File: src/hdl/rsi_pkg.sv
`default_nettype none

package rsi_pkg;

  localparam int MAX_WINDOW = 32;
  localparam int PRICE_BITS = 32;
  localparam int WLEN_BITS  = 6;
  localparam int SLOT_BITS  = $clog2(MAX_WINDOW);
  localparam int TOTAL_BITS = PRICE_BITS + SLOT_BITS;
  localparam int Q_BITS     = 15;
  localparam int NUM_BITS   = TOTAL_BITS + Q_BITS;
  localparam int CNT_BITS   = $clog2(Q_BITS + 1);

  localparam logic [Q_BITS-1:0]    RSI_FULL_SCALE = 15'd25600;
  localparam logic [WLEN_BITS-1:0] WLEN_RESET     = 6'd10;
  localparam logic [WLEN_BITS-1:0] WLEN_MAX       = WLEN_BITS'(MAX_WINDOW);

  typedef struct packed {
    logic [PRICE_BITS-1:0] gain;
    logic [PRICE_BITS-1:0] loss;
  } change_t;

  typedef struct packed {
    logic [NUM_BITS-1:0]   num;
    logic [TOTAL_BITS-1:0] den;
  } div_req_t;

  typedef enum logic [2:0] {
    S_IDLE,
    S_DROP,
    S_ADD,
    S_PREP,
    S_DIV,
    S_DONE
  } state_t;

  // 25600 * g as shifts and adds: 25600 = 2^14 + 2^13 + 2^10
  function automatic logic [NUM_BITS-1:0] scale_gain(input logic [TOTAL_BITS-1:0] g);
    logic [NUM_BITS-1:0] gx;
    gx = NUM_BITS'(g);
    return (gx << 14) + (gx << 13) + (gx << 10);
  endfunction

endpackage

`default_nettype wire

File: src/hdl/rsi_cell.sv
`default_nettype none

module rsi_cell import rsi_pkg::*; (
  input  wire logic    clk,
  input  wire logic    shift,
  input  wire change_t prior,
  output change_t      held
);

  always_ff @(posedge clk) begin
    if (shift) begin
      held <= prior;
    end
  end

endmodule

`default_nettype wire

File: config.mk
export PLATFORM = sky130hd
export DESIGN_NAME = rsi_cell
export DESIGN_NICKNAME = d
export VERILOG_FILES = /design/src/hdl/rsi_pkg.sv /design/src/hdl/rsi_cell.sv
export SDC_FILE = /design/constraint.sdc
export NUM_CORES = 1
export LEC_CHECK = 0
export ABC_AREA = 1
export BUFFER_PORTS_ARGS = -buffer_cell sky130_fd_sc_hd__buf_2
export CELL_PAD_IN_SITES_DETAIL_PLACEMENT = 1
export CELL_PAD_IN_SITES_GLOBAL_PLACEMENT = 2
export CORE_ASPECT_RATIO = 1.1
export CORE_MARGIN = 3
export CORE_UTILIZATION = 24
export DETAILED_ROUTE_END_ITERATION = 7
export GPL_ROUTABILITY_DRIVEN = 1
export PLACE_DENSITY = 0.73
export SLEW_MARGIN = 40
export SYNTH_ARGS = -nofsm -noshare
export SYNTH_HDL_FRONTEND = slang
export SYNTH_SLANG_ARGS = --single-unit
File: constraint.sdc
create_clock -name clk -period 0.8 [get_ports clk]
set_input_delay 0.04 -clock clk [delete_from_list [all_inputs] [get_ports clk]]
set_output_delay 0.04 -clock clk [all_outputs]
set_load 0.01 [all_outputs]
* Yosys cells after proc, flatten, opt, wreduce, memory -nomap -nowiden
Cells that the tools add are included.
** Storage, ports and cells
- Bits of input ports :: 66
- Word-level logic and storage cells :: 2
- Output and inout bits :: 64
- Register bits after elaboration :: 64

* Depth between registers and ports, before layout
Gate-level depths: netlist (run 1).
- Depth after elaboration :: 0
- Mapped depth :: 0

* Worst setup path after synthesis (run 1)
Ideal clock, no wire load.
- Path type :: flip-flop to output port
- Start point :: register held[0] (netlist name)
- End point :: output port held[0] (netlist name)
- Data arrival time :: 0.394 ns
- Slack :: 0.366 ns
- Cell stages (with the launch flop) :: 1
- Cell sequence :: edfxtp_1
** RTL lines
- from (decl) :: line rsi_cell.sv:7 : output change_t held
- from (signal assigned) :: line rsi_cell.sv:12 : held <= prior;
No word-level cell between the ends.

* Final worst setup path (run 1)
- Start point :: register held[34] (netlist name)
- End point :: output port held[34] (netlist name)
No word-level cell between the ends.

==> flow_summary.toml, run 1 <==
[final_layout]
fillCellCount = 788
areaGrowthSynthToFinish_pct = 84.2
top_register = "held"
nets = 336
largest_reg_flops = 64
final_cell_mix = "buf_2 (128), edfxtp_1 (64), dlygate4sd3_1 (64), clkbuf_8 (9), clkinv_2 (5)"
drive_gt1_share_pct = 52.9
multi_input_area_sq_um = 0
reg_top3 = "held (64)"
final_common_cell = "buf_2"
multi_input_gates = 0

[sta]
finalSetupViolations = 64
finalHoldViolCount = 0
min_period_ns = 0.902
relSlewSlack_pct = 87.2
fmax_mhz = 1110
setup_slack_ns = -0.102
tns_ns = -4.62
finalCritPeriodShare_pct = 113
rsz0062_at_grt = "yes"
maxSlewViolCount = 0
whs_ns = 0.199
tightest_slew_ns = 0.193

[yosys]
yosys_register_bits = 64
ys_types = 1
yosys_warnings = 0
yosysSeqAreaShare_pct = 100
synth.largest_area_cell = "edfxtp_1"
synth-compound-area-share_pct = 0
syn_area_per_cell_sq_um = 30.0
yosysTopAreaCellShare_pct = 100
yosys.area_share.adder_pct = 0
synth_cells = 64
synth_xor_area_share_pct = 0
syn_area_sq_um = 1920
yosys-mux-area-fraction_pct = 0
synth_area_leaders = "edfxtp_1 (100%)"
synthSimpleGateAreaFrac_pct = 0
syn_nets = 130

[status]
status = "finished, violations left"
violations = "setup timing"

[critical_path]
crit_end = "held[34]"
path_depth = 1
critPathSlowestCell = "edfxtp_1"
start_kind = "register"
crit_required_ns = 0.76
cp.buffers_inverters = 1
path_cells = "buf_6"
cp-end-kind = "output pin"
worstPathArrival_ns = 0.86
crit_path_max_incr_delay_ns = 0.40
worstSetupPathType = "reg -> out"
crit_path_start = "held[34]"
crit_family = "flip-flops"
critPathMaxFanout = 1

[clock_tree]
clock_sinks = 64
cts_made_buffers = 9
htree_levels = 3
clock_path_buffers = 2
post-cts-setup-buffer-count = 0
cts_tree = "built"
path_clk_slew_ns = 0.07
clockRootBuffer = "clkbuf_8"

[drt]
routedWlPerCell_um = 15.0
routed_wl_mm = 5.72
dr.pass1.iters = 4
antenna_left = 0
viasPerCell = 3.82
vias = 1450
drc = 0
drt_iter0_drc = 61

[floorplan]
die-area_sq_um = 9120
ios = 130
fp.dieH_um = 99.9
core_sq_um = 7640
initial_utilization_pct = 25.2
die_w_um = 91.3
rows = 33

[run]
maxCapViolCount = 0

[placed_design]
io_buffers = 129
routabilityCongestion = 0.624

[power]
ir_drop_uv = 967
p_leak_nw = 1.51
powerDensity_nw_per_um2 = 2030
finalPower_mw = 7.18

[global_route]
grt_overflow = 0
grt_pass1_wl_mm = 8.84
grt_usage_pct = 13.1
grt_max_degree = 36
antenna_found_initial = 1
grt_pass1_vias = 1673

[worst_hold_path]
hp-start = "shift"
hold_depth = 2
hp-class = "in -> reg"
per-stage QoR:
| step | util (%) | worst slack, ns | cell area, sq um | std cells |
|---|---|---|---|---|
| 3_5_place_dp | 35.9 | 0.0691 | 2740 | 300 |
| 5_1_grt | 46.4 | -0.157 | 3540 | 380 |
| 3_3_place_gp | 35.9 | 0.0708 | 2740 | 300 |
| 4_1_cts | 46.2 | -0.122 | 3530 | 379 |
| 2_1_floorplan | - | 0.366 | 1920 | 64 |
| 6_report | 46.4 | -0.102 | 3540 | 380 |
synth_stat cells:
master	n
edfxtp_1	64
kinds of logic after synthesis:
logic type and count (synthesis):
flip-flops 64
worst min-delay path by stage:
stage                     to  slack [ns]
floorplan            held[0]        0.14
global placement    held[50]        0.22
detailed placement   held[9]        0.22
CTS                 held[63]        0.18
global route        held[60]        0.19
finish              held[32]        0.20
layer usage:
layer / part of all wire [%] / vias to the layer above / wire [um] / track usage (%)
li1: - / 673 / - / -
met1: 37 / 683 / 2140 / 13.3
met2: 52 / 85 / 2990 / 23.2
met3: 8.3 / 9 / 472 / 5.85
met4: 2.0 / 0 / 114 / 6.15
met5: 0 / - / 0 / 0
report_power, final:
part           switching (mW)  internal (mW)  total [mW]
Combinational           0.404          0.503       0.907
Clock                    1.15           1.08        2.23
Sequential             0.0610           3.98        4.04
timing repair:
item	4_1_cts	5_1_grt
hold endpoints to repair	64	0
hold buffers	64	0
gates resized for setup	0	1
setup endpoints to repair	64	64
cell type report:
class,count,area (sq um),share of cell area (%)
Clock inverter,5,25.0,0.707
Antenna cell,1,2.50,0.0707
Sequential cell,64,1920,54.3
Clock buffer,10,128,3.60
Tap cell,105,131,3.71
Timing Repair Buffer,195,1330,37.6
(Power assumes the default switching activity.)
==> run 2, diff against run 1 <==
Settings changed: CORE_MARGIN 3 to 2, SKIP_LAST_GASP set to 1.
==> run 2 against run 1 <==
  * The flow still finishes with violations (setup timing)
  * Via count rose by 3.8%
  * Highest routed layer unchanged
  * Global-route usage grew 0.97 points
  * Worst hold slack worse by 0.011 ns
==> flow_summary.toml, run 2 (synthesis gave the netlist of run 1 again) <==
[status]
status = "finished, violations left"
violations = "setup timing"

[final_layout]
drive_gt1_share_pct = 53.5
final_common_cell = "buf_2"
top_register = "held"
nets = 336
multi_input_gates = 0
multi_input_area_sq_um = 0
fillCellCount = 828
post-route-util_pct = 45.5
final_cell_mix = "buf_2 (129), edfxtp_1 (64), dlygate4sd3_1 (64), clkbuf_8 (9), clkinvlp_4 (4)"
largest_reg_flops = 64
regArea_sq_um = 1920
areaGrowthSynthToFinish_pct = 85.4
reg_top3 = "held (64)"
n_antenna_cell = 0

[global_route]
grt_overflow = 0
grt_max_degree = 33
grt_pass1_wl_mm = 8.78
grt_pass1_vias = 1761
grt_usage_pct = 14.1
antenna_found_initial = 0

[power]
p_leak_nw = 1.50
powerDensity_nw_per_um2 = 2100
finalPower_mw = 7.47
ir_drop_uv = 1070

[run]
maxCapViolCount = 0

[floorplan]
initial_utilization_pct = 24.6
core_sq_um = 7830
fp.dieH_um = 97.9
rows = 34
die-area_sq_um = 8740
ios = 130
die_w_um = 89.3

[critical_path]
critPathMaxFanout = 1
critPathSlowestCell = "edfxtp_1"
cp.buffers_inverters = 1
worstSetupPathType = "reg -> out"
start_kind = "register"
crit_path_start = "held[22]"
crit_path_max_incr_delay_ns = 0.42
worstPathArrival_ns = 0.93
crit_family = "flip-flops"
crit_required_ns = 0.76
cp-end-kind = "output pin"
path_cells = "buf_2"

[clock_tree]
clock_path_buffers = 2
htree_levels = 3
postCtsResizedCells = 0
path_clk_slew_ns = 0.07
clockRootBuffer = "clkbuf_8"
cts_made_buffers = 9
cts_tree = "built"
clock_sinks = 64

[sta]
fmax_mhz = 1040
rsz0062_at_grt = "yes"
relSlewSlack_pct = 88.1
setup_slack_ns = -0.166
min_period_ns = 0.966
tightest_slew_ns = 0.179
finalHoldViolCount = 0
finalSetupViolations = 64
finalCritPeriodShare_pct = 121
maxSlewViolCount = 0

[placed_design]
io_buffers = 129
routabilityCongestion = 0.681

[worst_hold_path]
hold_depth = 2
hp-start = "shift"
hp-class = "in -> reg"
hold_end = "held[22]"

[drt]
dr.pass1.iters = 4
vias = 1505
drc = 0
viasPerCell = 3.93
antenna_left = 0
routedWlPerCell_um = 15.9
routed_wl_mm = 6.08
drt_iter0_drc = 33
## run 2: cell types whose count changed in the layout (fill, tap and decap cells not counted), sizes merged
cell / delta
diode: -1
clkinv: -4
inv: +2
clkinvlp: +4
clkbuf: -1
## run 2: where the power goes
part           switching, mW  internal, mW  total [mW]
registers             0.0696          3.98        4.05
logic                  0.409         0.499       0.908
clock network           1.37          1.15        2.51
total                   1.85          5.63        7.47
## run 2: stage by stage
stage | setup WS (ns) | setup TNS, ns | hold WS (ns) | instance area [sq um] | instances
6_report | -0.166 | -6.28 | 0.188 | 3560 | 383
2_1_floorplan | 0.366 | 0 | 0.139 | 1920 | 64
3_3_place_gp | 0.0899 | 0 | 0.216 | 2740 | 303
3_5_place_dp | 0.0855 | 0 | 0.218 | 2740 | 303
4_1_cts | -0.161 | -7.07 | 0.175 | 3560 | 383
5_1_grt | -0.203 | -9.33 | 0.175 | 3560 | 383
## run 2: per-layer routing
layer	track usage [%]	vias to the layer above	share of wire [%]
li1	-	674	-
met1	13.2	705	35
met2	24.4	115	50
met3	7.78	11	14
met4	6.54	0	2.0
met5	0	-	0
## run 2: how the worst max path moves through the flow
stage	to	slack, ns	depth (start not counted)
finish	held[22]	-0.17	1
floorplan	held[0]	0.37	0
detailed placement	held[28]	0.09	2
global route	held[22]	-0.20	1
global placement	held[50]	0.09	2
CTS	held[22]	-0.16	1
## run 2: what timing repair did
action                                  4_1_cts  5_1_grt
cloned                                        0        0
hold buffers                                 64        0
endpoints found under the setup margin       64       64
setup buffers                                 0        0
hold endpoints to repair                     64        0
## run 2: cell type report
class | count | area share, %
clock buffers | 9 | 3.48
clock inverters | 7 | 1.58
flip-flops and latches | 64 | 53.9
well taps | 108 | 3.79
repair buffers | 195 | 37.2
