File: config.mk
export PLATFORM = sky130hd
export DESIGN_NAME = rsi_div
export DESIGN_NICKNAME = d
export VERILOG_FILES = /design/src/hdl/rsi_pkg.sv /design/src/hdl/rsi_div.sv
export SDC_FILE = /design/constraint.sdc
export NUM_CORES = 1
export LEC_CHECK = 0
export BUFFER_PORTS_ARGS = -buffer_cell sky130_fd_sc_hd__buf_2
export CAP_MARGIN = 40
export CORE_MARGIN = 5
export CORE_UTILIZATION = 52
export DETAILED_ROUTE_END_ITERATION = 12
export PLACE_DENSITY = 0.86
export SLEW_MARGIN = 20
export SYNTH_ARGS = -nofsm -noshare
export SYNTH_HDL_FRONTEND = slang
export SYNTH_SLANG_ARGS = --single-unit
File: constraint.sdc
create_clock -name clk -period 3.3 [get_ports clk]
set_clock_uncertainty 0.15 [all_clocks]
set_input_delay 0 -clock clk [delete_from_list [all_inputs] [get_ports clk]]
set_output_delay 0 -clock clk [all_outputs]
set_load 0.1 [all_outputs]
File: src/hdl/rsi_pkg.sv
`default_nettype none

package rsi_pkg;

  localparam int MAX_WINDOW = 32;
  localparam int PRICE_BITS = 32;
  localparam int WLEN_BITS  = 6;
  localparam int SLOT_BITS  = $clog2(MAX_WINDOW);
  localparam int TOTAL_BITS = PRICE_BITS + SLOT_BITS;
  localparam int Q_BITS     = 15;
  localparam int NUM_BITS   = TOTAL_BITS + Q_BITS;
  localparam int CNT_BITS   = $clog2(Q_BITS + 1);

  localparam logic [Q_BITS-1:0]    RSI_FULL_SCALE = 15'd25600;
  localparam logic [WLEN_BITS-1:0] WLEN_RESET     = 6'd10;
  localparam logic [WLEN_BITS-1:0] WLEN_MAX       = WLEN_BITS'(MAX_WINDOW);

  typedef struct packed {
    logic [PRICE_BITS-1:0] gain;
    logic [PRICE_BITS-1:0] loss;
  } change_t;

  typedef struct packed {
    logic [NUM_BITS-1:0]   num;
    logic [TOTAL_BITS-1:0] den;
  } div_req_t;

  typedef enum logic [2:0] {
    S_IDLE,
    S_DROP,
    S_ADD,
    S_PREP,
    S_DIV,
    S_DONE
  } state_t;

  // 25600 * g as shifts and adds: 25600 = 2^14 + 2^13 + 2^10
  function automatic logic [NUM_BITS-1:0] scale_gain(input logic [TOTAL_BITS-1:0] g);
    logic [NUM_BITS-1:0] gx;
    gx = NUM_BITS'(g);
    return (gx << 14) + (gx << 13) + (gx << 10);
  endfunction

endpackage

`default_nettype wire

File: src/hdl/rsi_div.sv
`default_nettype none

module rsi_div import rsi_pkg::*; (
  input  wire logic     clk,
  input  wire logic     rst,
  input  wire logic     start,
  input  wire div_req_t req,
  output logic          done,
  output logic [Q_BITS-1:0] quot
);

  localparam logic [CNT_BITS-1:0] STEPS = CNT_BITS'(Q_BITS);

  logic                  busy;
  logic [CNT_BITS-1:0]   count;
  logic [TOTAL_BITS-1:0] rem;
  logic [TOTAL_BITS-1:0] den;
  logic [Q_BITS-1:0]     low;
  logic [TOTAL_BITS:0]   trial;
  logic [TOTAL_BITS:0]   diff;
  logic                  fits;

  assign trial = {rem, low[Q_BITS-1]};
  assign fits  = trial >= {1'b0, den};
  assign diff  = trial - {1'b0, den};

  always_ff @(posedge clk) begin
    if (rst) begin
      busy  <= 1'b0;
      count <= '0;
      done  <= 1'b0;
    end else begin
      done <= 1'b0;
      if (start) begin
        busy  <= 1'b1;
        count <= STEPS;
      end else if (busy) begin
        count <= count - CNT_BITS'(1);
        if (count == CNT_BITS'(1)) begin
          busy <= 1'b0;
          done <= 1'b1;
        end
      end
    end
  end

  // Restoring division, one quotient bit per cycle; the high part of the
  // numerator is already below the divisor since the quotient fits Q_BITS.
  always_ff @(posedge clk) begin
    if (start) begin
      rem  <= req.num[NUM_BITS-1:Q_BITS];
      low  <= req.num[Q_BITS-1:0];
      den  <= req.den;
      quot <= '0;
    end else if (busy) begin
      rem  <= fits ? diff[TOTAL_BITS-1:0] : trial[TOTAL_BITS-1:0];
      low  <= {low[Q_BITS-2:0], 1'b0};
      quot <= {quot[Q_BITS-2:0], fits};
    end
  end

endmodule

`default_nettype wire

== Word level (Yosys, flattened, before mapping) ==
Cells that the tools add are included.
Word-level totals
  memory bits (writable): 0
  output and inout port bits: 16
  logic and storage cells: 25
  ROM bits: 0
  register bits: 110
  bits in latches: 0
  memories kept: 0
  bits of input ports: 92
Cells by class
  $add $sub $neg: 2
  mux-type cells: 11
  divide/modulo/power cells: 0
  shifts and indexed selects: 0
  eq/ne operators: 1
  reduce and logical (&&, ||, !) cells: 2
  bitwise logic cells: 1
  $mul: 0
  $lt $le $gt $ge: 1
Operators by type and width (number)
  37-bit 2-to-1 mux: 3
  38-bit by 37-bit greater-or-equal comparator with 1-bit output: 1
  37-bit subtractor: 1
  15-bit 2-to-1 mux: 2
  4-bit 2-to-1 mux: 2
  4-bit by 1-bit equality test with 1-bit output (second input constant): 1
  1-bit 2-to-1 mux: 4
  4-bit by 1-bit subtractor with 4-bit output (second input constant): 1
  3-bit OR reduction: 1
  2-bit nonzero test: 1
  1-bit inverter: 1

== Logic depth before layout (Yosys ltp) ==
Gate-level depths: netlist of run 1.
  depth in word-level cells: 4
  mapped depth: 13
  gate-level depth less buffers: 12

== Worst setup path after synthesis of run 1 ==
OpenSTA, ideal clock, no wires.
  path type: reg-to-reg
  start: register low[14]
  end: register rem[16] (data pin)
  arrival: 2779 ps
  period minus slack after synthesis: 3189 ps
  cell stages (with the launch flop): 13
  setup slack: 111 ps
  buffers on the path: 1
  data required time: 2890 ps
  setup time: 260 ps
  path through: edfxtp_1 inv_1 ha_1 inv_1 fa_1 a211oi_2 o211ai_2 a211oi_2 nor4b_2 a211oi_4 buf_6 o21ai_1 mux2_2
On the way
  longest elaborated chain between the ends: 4
  elaborated cells between the ends (all ways): 5
  classes of those cells: add/sub (1); order compare (1); mux (3)
RTL lines
  start: declaration: line rsi_div.sv:18  | logic [Q_BITS-1:0] low;
  start signal: assignment: line rsi_div.sv:52  | low <= req.num[Q_BITS-1:0];
  start signal: assignment: line rsi_div.sv:57  | low <= {low[Q_BITS-2:0], 1'b0};
  37-bit subtractor / 38-bit by 37-bit greater-or-equal comparator with 1-bit output (equally long branches): line rsi_div.sv:25, rsi_div.sv:24
  37-bit 2-to-1 mux *: line rsi_div.sv:56  | rem <= fits ? diff[TOTAL_BITS-1:0] : trial[TOTAL_BITS-1:0];
  37-bit 2-to-1 mux *: line rsi_div.sv:55  | end else if (busy) begin
  37-bit 2-to-1 mux *: line rsi_div.sv:50  | if (start) begin
  end signal: assignment: line rsi_div.sv:51  | rem <= req.num[NUM_BITS-1:Q_BITS];
  end signal: assignment: line rsi_div.sv:56
  end: declaration: line rsi_div.sv:16  | logic [TOTAL_BITS-1:0] rem;
Mark *: on every way between the ends. The rest lies on a longest branch, timed or not. The select of a mux whose other input is x is not followed.
A chain may end at the register's enable or synchronous reset.

== Final worst setup path of run 1 ==
  start: register low[14]
  end: register rem[17] (data pin)
Same word-level chain as after synthesis.

==> metrics.md, run 1 <==
| Metric | Value |
|---|---|
| Initial core utilization | `52.5%` |
| Worst Max-Slew Pin Slew | `0.775 ns` |
| Crit path required time | `3.27 ns` |
| Die Ht | `125 µm` |
| Fin worst setup slack | `0.105 ns` |
| Fraction of layout cells with a size suffix above 1 | `21.8%` |
| CP top delay family | `compound AO/OA/AOI/OAI gates` |
| Crit-path cells | `inv_1 -> ha_1 -> inv_1 -> fa_2 -> a211oi_4 -> o211ai_2 -> a211oi_2 -> nor4b_2 -> a211oi_4 -> buf_4 -> clkbuf_16 -> o211ai_1 -> o21a_1` |
| CTS tree | `done` |
| Crit path buf inv count | `4` |
| Critical Path AT | `3.17 ns` |
| Skew-Pair Late Insertion Delay | `0.36 ns` |
| RePlAce Congestion | `0.925` |
| CTS Buf Count | `9` |
| CTS H-tree depth | `3` |
| Synth top area share | `38.9%` |
| GRT overflow | `0` |
| Slew Viols, Final | `0` |
| CP Class | `register to register` |
| Yosys top cell by area | `edfxtp_1` |
| First-pass GRT wire length | `29,200 µm` |
| Post-Syn Area per Cell | `9.90 µm²` |
| DP HPWL | `12,200 µm` |
| Startpoint types | `register` |
| MaxCap Viol Count | `0` |
| CP peak stage delay | `0.40 ns` |
| Number of synthesized flops with an enable pin | `89` |
| Synthesis-to-layout area growth | `30.2%` |
| DR vias | `6,042` |
| Nets | `1,023` |
| Leak Pwr | `0.00382 µW` |
| Hold Vio Cnt, Final | `0` |
| Core box area | `13,100 µm²` |
| RSZ-0062 raised after global routing | `yes` |
| Largest net degree at the start of global routing | `67` |
| All-Layer GR Usage | `22.7%` |
| Post-Syn Area | `6870 µm²` |
| Pre-antenna DRT Iters | `7` |
| Slowest cell on crit path | `edfxtp_1` |
| Top post-synthesis cells by area | `edfxtp_1 39%, ha_1 7.1%, dfxtp_1 6.1%, a21oi_1 4.3%, mux2_2 3.4%` |
| Maximum fanout along the worst path | `7` |
| Detail Route Antenna Nets | `0` |
| Most frequent cells in the layout | `106 x buf_2, 90 x dlygate4sd3_1, 89 x edfxtp_1` |
| DR vias/cell | `5.64` |
| Die X | `125 µm` |
| DRT Wirelength | `18,100 µm` |
| PD cells | `634 nW/µm²` |
| Die area | `15,600 µm²` |
| Routed length per placed instance | `16.9 µm` |
| Initial antenna violation count | `0` |
| Gate count of the mapped netlist | `694` |
| Hold WS | `0.0496 ns` |
| Pre-CTS setup slack | `-0.00231 ns` |
| Input/output buffers | `107` |
| Residual DRC | `0` |
| IO Pins | `108` |
| Synth warn | `0` |
| Syn Nets | `826` |
| Status | `completed` |
| # clock sinks | `110` |
| Crit path time final | `3.20 ns` |
| CTS Buffer Depth | `2` |
| # diodes | `0` |
| Vias in the first global route | `6,021` |
| Slew headroom | `48.4%` |
| Fill cells | `997` |
| Hold Path Class | `input port to register` |
| Netlist cell types | `56` |
| Detailed Route Iter0 Violations | `540` |
| Max Clk Rate | `0.313 GHz` |
| Commonest non-fill, non-tap cell in the layout | `buf_2` |
| Post-synthesis register bit count | `110` |
| CP Capture Type | `register` |
| Post-layout util | `68.4%` |
| Clock transition at the registers of the reported paths | `0.08 ns` |
| Final Cycle Share | `96.8%` |
| Most frequently used flop master after synthesis | `edfxtp_1` |
| Register area share after synthesis | `45.0%` |
| Post-synth ARST share | `0%` |
| VDD IR-drop max | `0.390 mV` |
| Rows | `42` |
| Final setup violating endpoints | `0` |
| Root Buffer | `clkbuf_16` |
-- final cells by class --
class                      count  area, µm²  area share, %
timing repair buffer         226       1700           19.0
tap                          176        220           2.46
sequential                   110       3090           34.6
multi-input combinational    492       3430           38.4
inverter                      52        195           2.18
clock buffer                   9        225           2.52
clock inverter                 7       73.8          0.825
-- synth_stat cells, types with 14 or more instances --
library cell  instances
a21o_1               20
dfxtp_1              21
mux2_2               21
mux2i_1              22
edfxtp_1             89
o21ai_0              36
xor2_1               14
inv_1                50
xnor2_1              16
nor2_1               49
ha_1                 39
clkbuf_1             24
nand2_1              55
a21oi_1              59
-- worst paths after layout --
check        startpoint       end  slack (ns)  cells past startpoint
max reg2reg     low[14]   rem[17]        0.10                     13
min               start  quot[14]        0.05                      2
min reg2reg    quot[14]  quot[14]        0.38                      2
max             low[14]   rem[17]        0.10                     13
-- power breakdown --
group	switching, µW	total (µW)	internal [µW]
clock	569	1110	541
combinational	1510	2680	1170
sequential	111	1880	1770
-- cell families (layout without fill, tap and decap cells) --
kind of cell               Yosys count  count (layout)  share of synthesized area (%)
DFF                                110             110                           45.0
AOI/OAI and AO/OA                  203             203                           19.0
and+or+nand+nor                    176             176                           12.5
muxes                               43              43                           6.65
xor gates and xnor gates            30              30                           3.83
buffers and inverters               92             294                           5.61
adders and majority gates           40              40                           7.40
-- state kept, by name, indices dropped and copies added, names as in the netlist --
name	cells
den	37
rem	37
low	15
quot	15
count	4
busy	1
done	1
-- layer usage --
layer  part of all wire, %  wire length, µm  GRT usage [%]
met2                    49             8970           39.4
met3                   6.8             1240           6.10
met5                     0                0              0
met1                    42             7690           28.9
met4                   1.4              248           4.53
-- what timing repair did --
item | in CTS | in global routing
buffers inserted | 0 | 4
hold buffers | 90 | 0
gates cloned | 0 | 2
gates resized for setup | 0 | 10
pin swaps | 1 | 5
endpoints found under the hold margin | 95 | 0
endpoints found under the setup margin | 1 | 23
-- metrics by stage --
step / power (µW) / instance area [µm²] / TNS [ns] / instances
floorplan: 3690 / 6870 / 0 / 694
global placement: 4270 / 7630 / 0 / 960
detailed placement: 4330 / 7630 / -0.00231 / 960
CTS: 5540 / 8830 / 0 / 1066
global route: 6010 / 8940 / -0.393 / 1072
finish: 5670 / 8940 / 0 / 1072
Note: power is estimated with default switching activity, not from simulation.
==> run 2, diff against run 1 <==
CORE_ASPECT_RATIO = 0.8   (was not set)
==> run 2 against run 1 <==
  * Routed wire length rose by 0.42%
  * Highest routed layer unchanged
  * Die area barely moved
  * Critical path type unchanged
  * Register-to-register slack worse by 0.04 ns
  * Critical path depth is the same
  * Via count decreased by 0.60%
  * Clock power barely moved
  * Largest power group unchanged
  * Largest cell class unchanged
  * Worst setup slack worse by 0.038 ns
==> metrics.md, run 2 (same netlist as run 1, synthesis figures left out) <==
| Metric | Value |
|---|---|
| Slowest cell on crit path | `edfxtp_1` |
| Slew Viols, Final | `0` |
| Clock transition at the registers of the reported paths | `0.08 ns` |
| Startpoint types | `register` |
| Die Ht | `113 µm` |
| Final TNS setup | `0 ns` |
| Worst R2R Start | `low[14]` |
| Commonest non-fill, non-tap cell in the layout | `buf_2` |
| Most frequent cells in the layout | `106 x buf_2, 91 x dlygate4sd3_1, 89 x edfxtp_1` |
| Slew headroom | `53.2%` |
| DRT Wirelength | `18,200 µm` |
| First-pass GRT wire length | `29,800 µm` |
| Routed length per placed instance | `17.0 µm` |
| CTS tree | `done` |
| Fill cells | `994` |
| Die X | `139 µm` |
| Hold Vio Cnt, Final | `0` |
| Skew-Pair Late Insertion Delay | `0.35 ns` |
| Reg2Reg Depth | `13` |
| Rows | `37` |
| CP top delay family | `compound AO/OA/AOI/OAI gates` |
| Final Cycle Share | `98.0%` |
| Hold Path Class | `input port to register` |
| Core box area | `12,900 µm²` |
| Crit path time final | `3.23 ns` |
| Crit path required time | `3.23 ns` |
| All-Layer GR Usage | `23.0%` |
| Placed insts | `960` |
| Pre-antenna DRT Iters | `5` |
| Final setup violating endpoints | `0` |
| Sequential Area | `3090 µm²` |
| Finished Layout Cells | `1,070` |
| MaxCap Viol Count | `0` |
| DR vias | `6,006` |
| CTS Buf Count | `9` |
| CP Capture Type | `register` |
| Input/output buffers | `107` |
| Detail Route Antenna Nets | `0` |
| Worst Max-Slew Pin Slew | `0.701 ns` |
| Status | `completed` |
| Vias in the first global route | `5,973` |
| Maximum fanout along the worst path | `13` |
| Reg-to-reg setup timing slack | `0.07 ns` |
| VDD IR-drop max | `0.341 mV` |
| IO Pins | `108` |
| Nets | `1,022` |
| RR Endpoint | `rem[13]` |
| CTS H-tree depth | `3` |
| CTS Buffer Depth | `2` |
| GRT overflow | `0` |
| Synthesis-to-layout area growth | `30.4%` |
| # clock sinks | `110` |
| Largest net degree at the start of global routing | `54` |
| CP startpoint | `low[14]` |
| PD cells | `632 nW/µm²` |
| Pre-CTS setup slack | `0.0465 ns` |
| Fin worst setup slack | `0.0667 ns` |
| # diodes | `0` |
| Max Clk Rate | `0.309 GHz` |
| CP peak stage delay | `0.40 ns` |
| Critical path destination | `rem[13]` |
| Die area | `15,600 µm²` |
| Top Registers | `den (37), rem (37)` |
| Power Total | `5660 µW` |
| Detailed Route Iter0 Violations | `438` |
| Initial antenna violation count | `0` |
| Multi-input logic area | `3440 µm²` |
| DR vias/cell | `5.61` |
| Residual DRC | `0` |
| Fraction of layout cells with a size suffix above 1 | `21.8%` |
| Crit path buf inv count | `4` |
| DP HPWL | `12,100 µm` |
| Crit-path cells | `inv_1 -> ha_1 -> inv_1 -> fa_2 -> a211oi_4 -> o211ai_2 -> a211oi_2 -> nor4b_2 -> a211oi_4 -> buf_6 -> buf_8 -> mux2i_2 -> o21ai_1` |
| Critical Path AT | `3.16 ns` |
| Root Buffer | `clkbuf_16` |
| Initial core utilization | `53.2%` |
| RePlAce Congestion | `0.940` |
| Critical path depth | `13` |
| CP Class | `register to register` |
| Leak Pwr | `0.00381 µW` |
==> run 2: power by group <==
part / total [µW] / internal, µW / switching [µW]
registers: 1880 / 1770 / 114
clock network: 1100 / 556 / 545
logic: 2680 / 1170 / 1510
total: 5660 / 3500 / 2170
==> run 2: final cells by class <==
class	instances	area share [%]
multi-input cells	492	38.3
flip-flops and latches	110	34.5
repair buffers	225	19.2
clock buffers	10	2.67
well taps	175	2.44
inverters	52	2.18
clock inverters	6	0.670
==> run 2: layer usage <==
metal	wire (µm)	global-route usage [%]	vias to the layer above
met3	1180	4.60	20
met1	8250	31.6	2835
met4	193	4.48	0
li1	-	-	2924
met2	8600	38.2	227
met5	0	0	-
==> run 2: how the worst min path moves through the flow <==
stage | start | endpoint | slack (ns) | cells after the start
after floorplan | rst | count[0] | -0.08 | 1
after global placement | req[2] | den[2] | 0.03 | 1
after detailed placement | req[2] | den[2] | 0.03 | 1
after CTS | req[4] | den[4] | 0.19 | 2
after global routing | req[32] | den[32] | 0.21 | 2
final | req[20] | den[20] | 0.20 | 2
==> run 2: repair_timing <==
action / 4_1_cts / 5_1_grt
setup endpoints to repair: 2 / 28
gates resized for setup: 1 / 16
endpoints found under the hold margin: 101 / 0
hold buffers: 91 / 0
gates cloned: 0 / 1
pin swaps: 1 / 4
setup buffers: 0 / 2
==> run 2: per-stage QoR <==
step	hold slack, ns	util (%)	instance area (µm²)
2_1_floorplan	-0.0809	-	6870
3_3_place_gp	0.0266	59.2	7640
3_5_place_dp	0.0281	59.2	7640
4_1_cts	0.194	68.6	8850
5_1_grt	0.206	69.4	8960
6_report	0.202	69.4	8960
==> run 2: worst reg2reg max path, stage by stage (launching register included) <==
cell      delay (ns)
edfxtp_1        0.40
inv_1           0.08
ha_1            0.16
inv_1           0.06
fa_2            0.37
a211oi_4        0.25
o211ai_2        0.14
a211oi_2        0.30
nor4b_2         0.11
a211oi_4        0.22
buf_6           0.18
buf_8           0.15
mux2i_2         0.28
o21ai_1         0.11
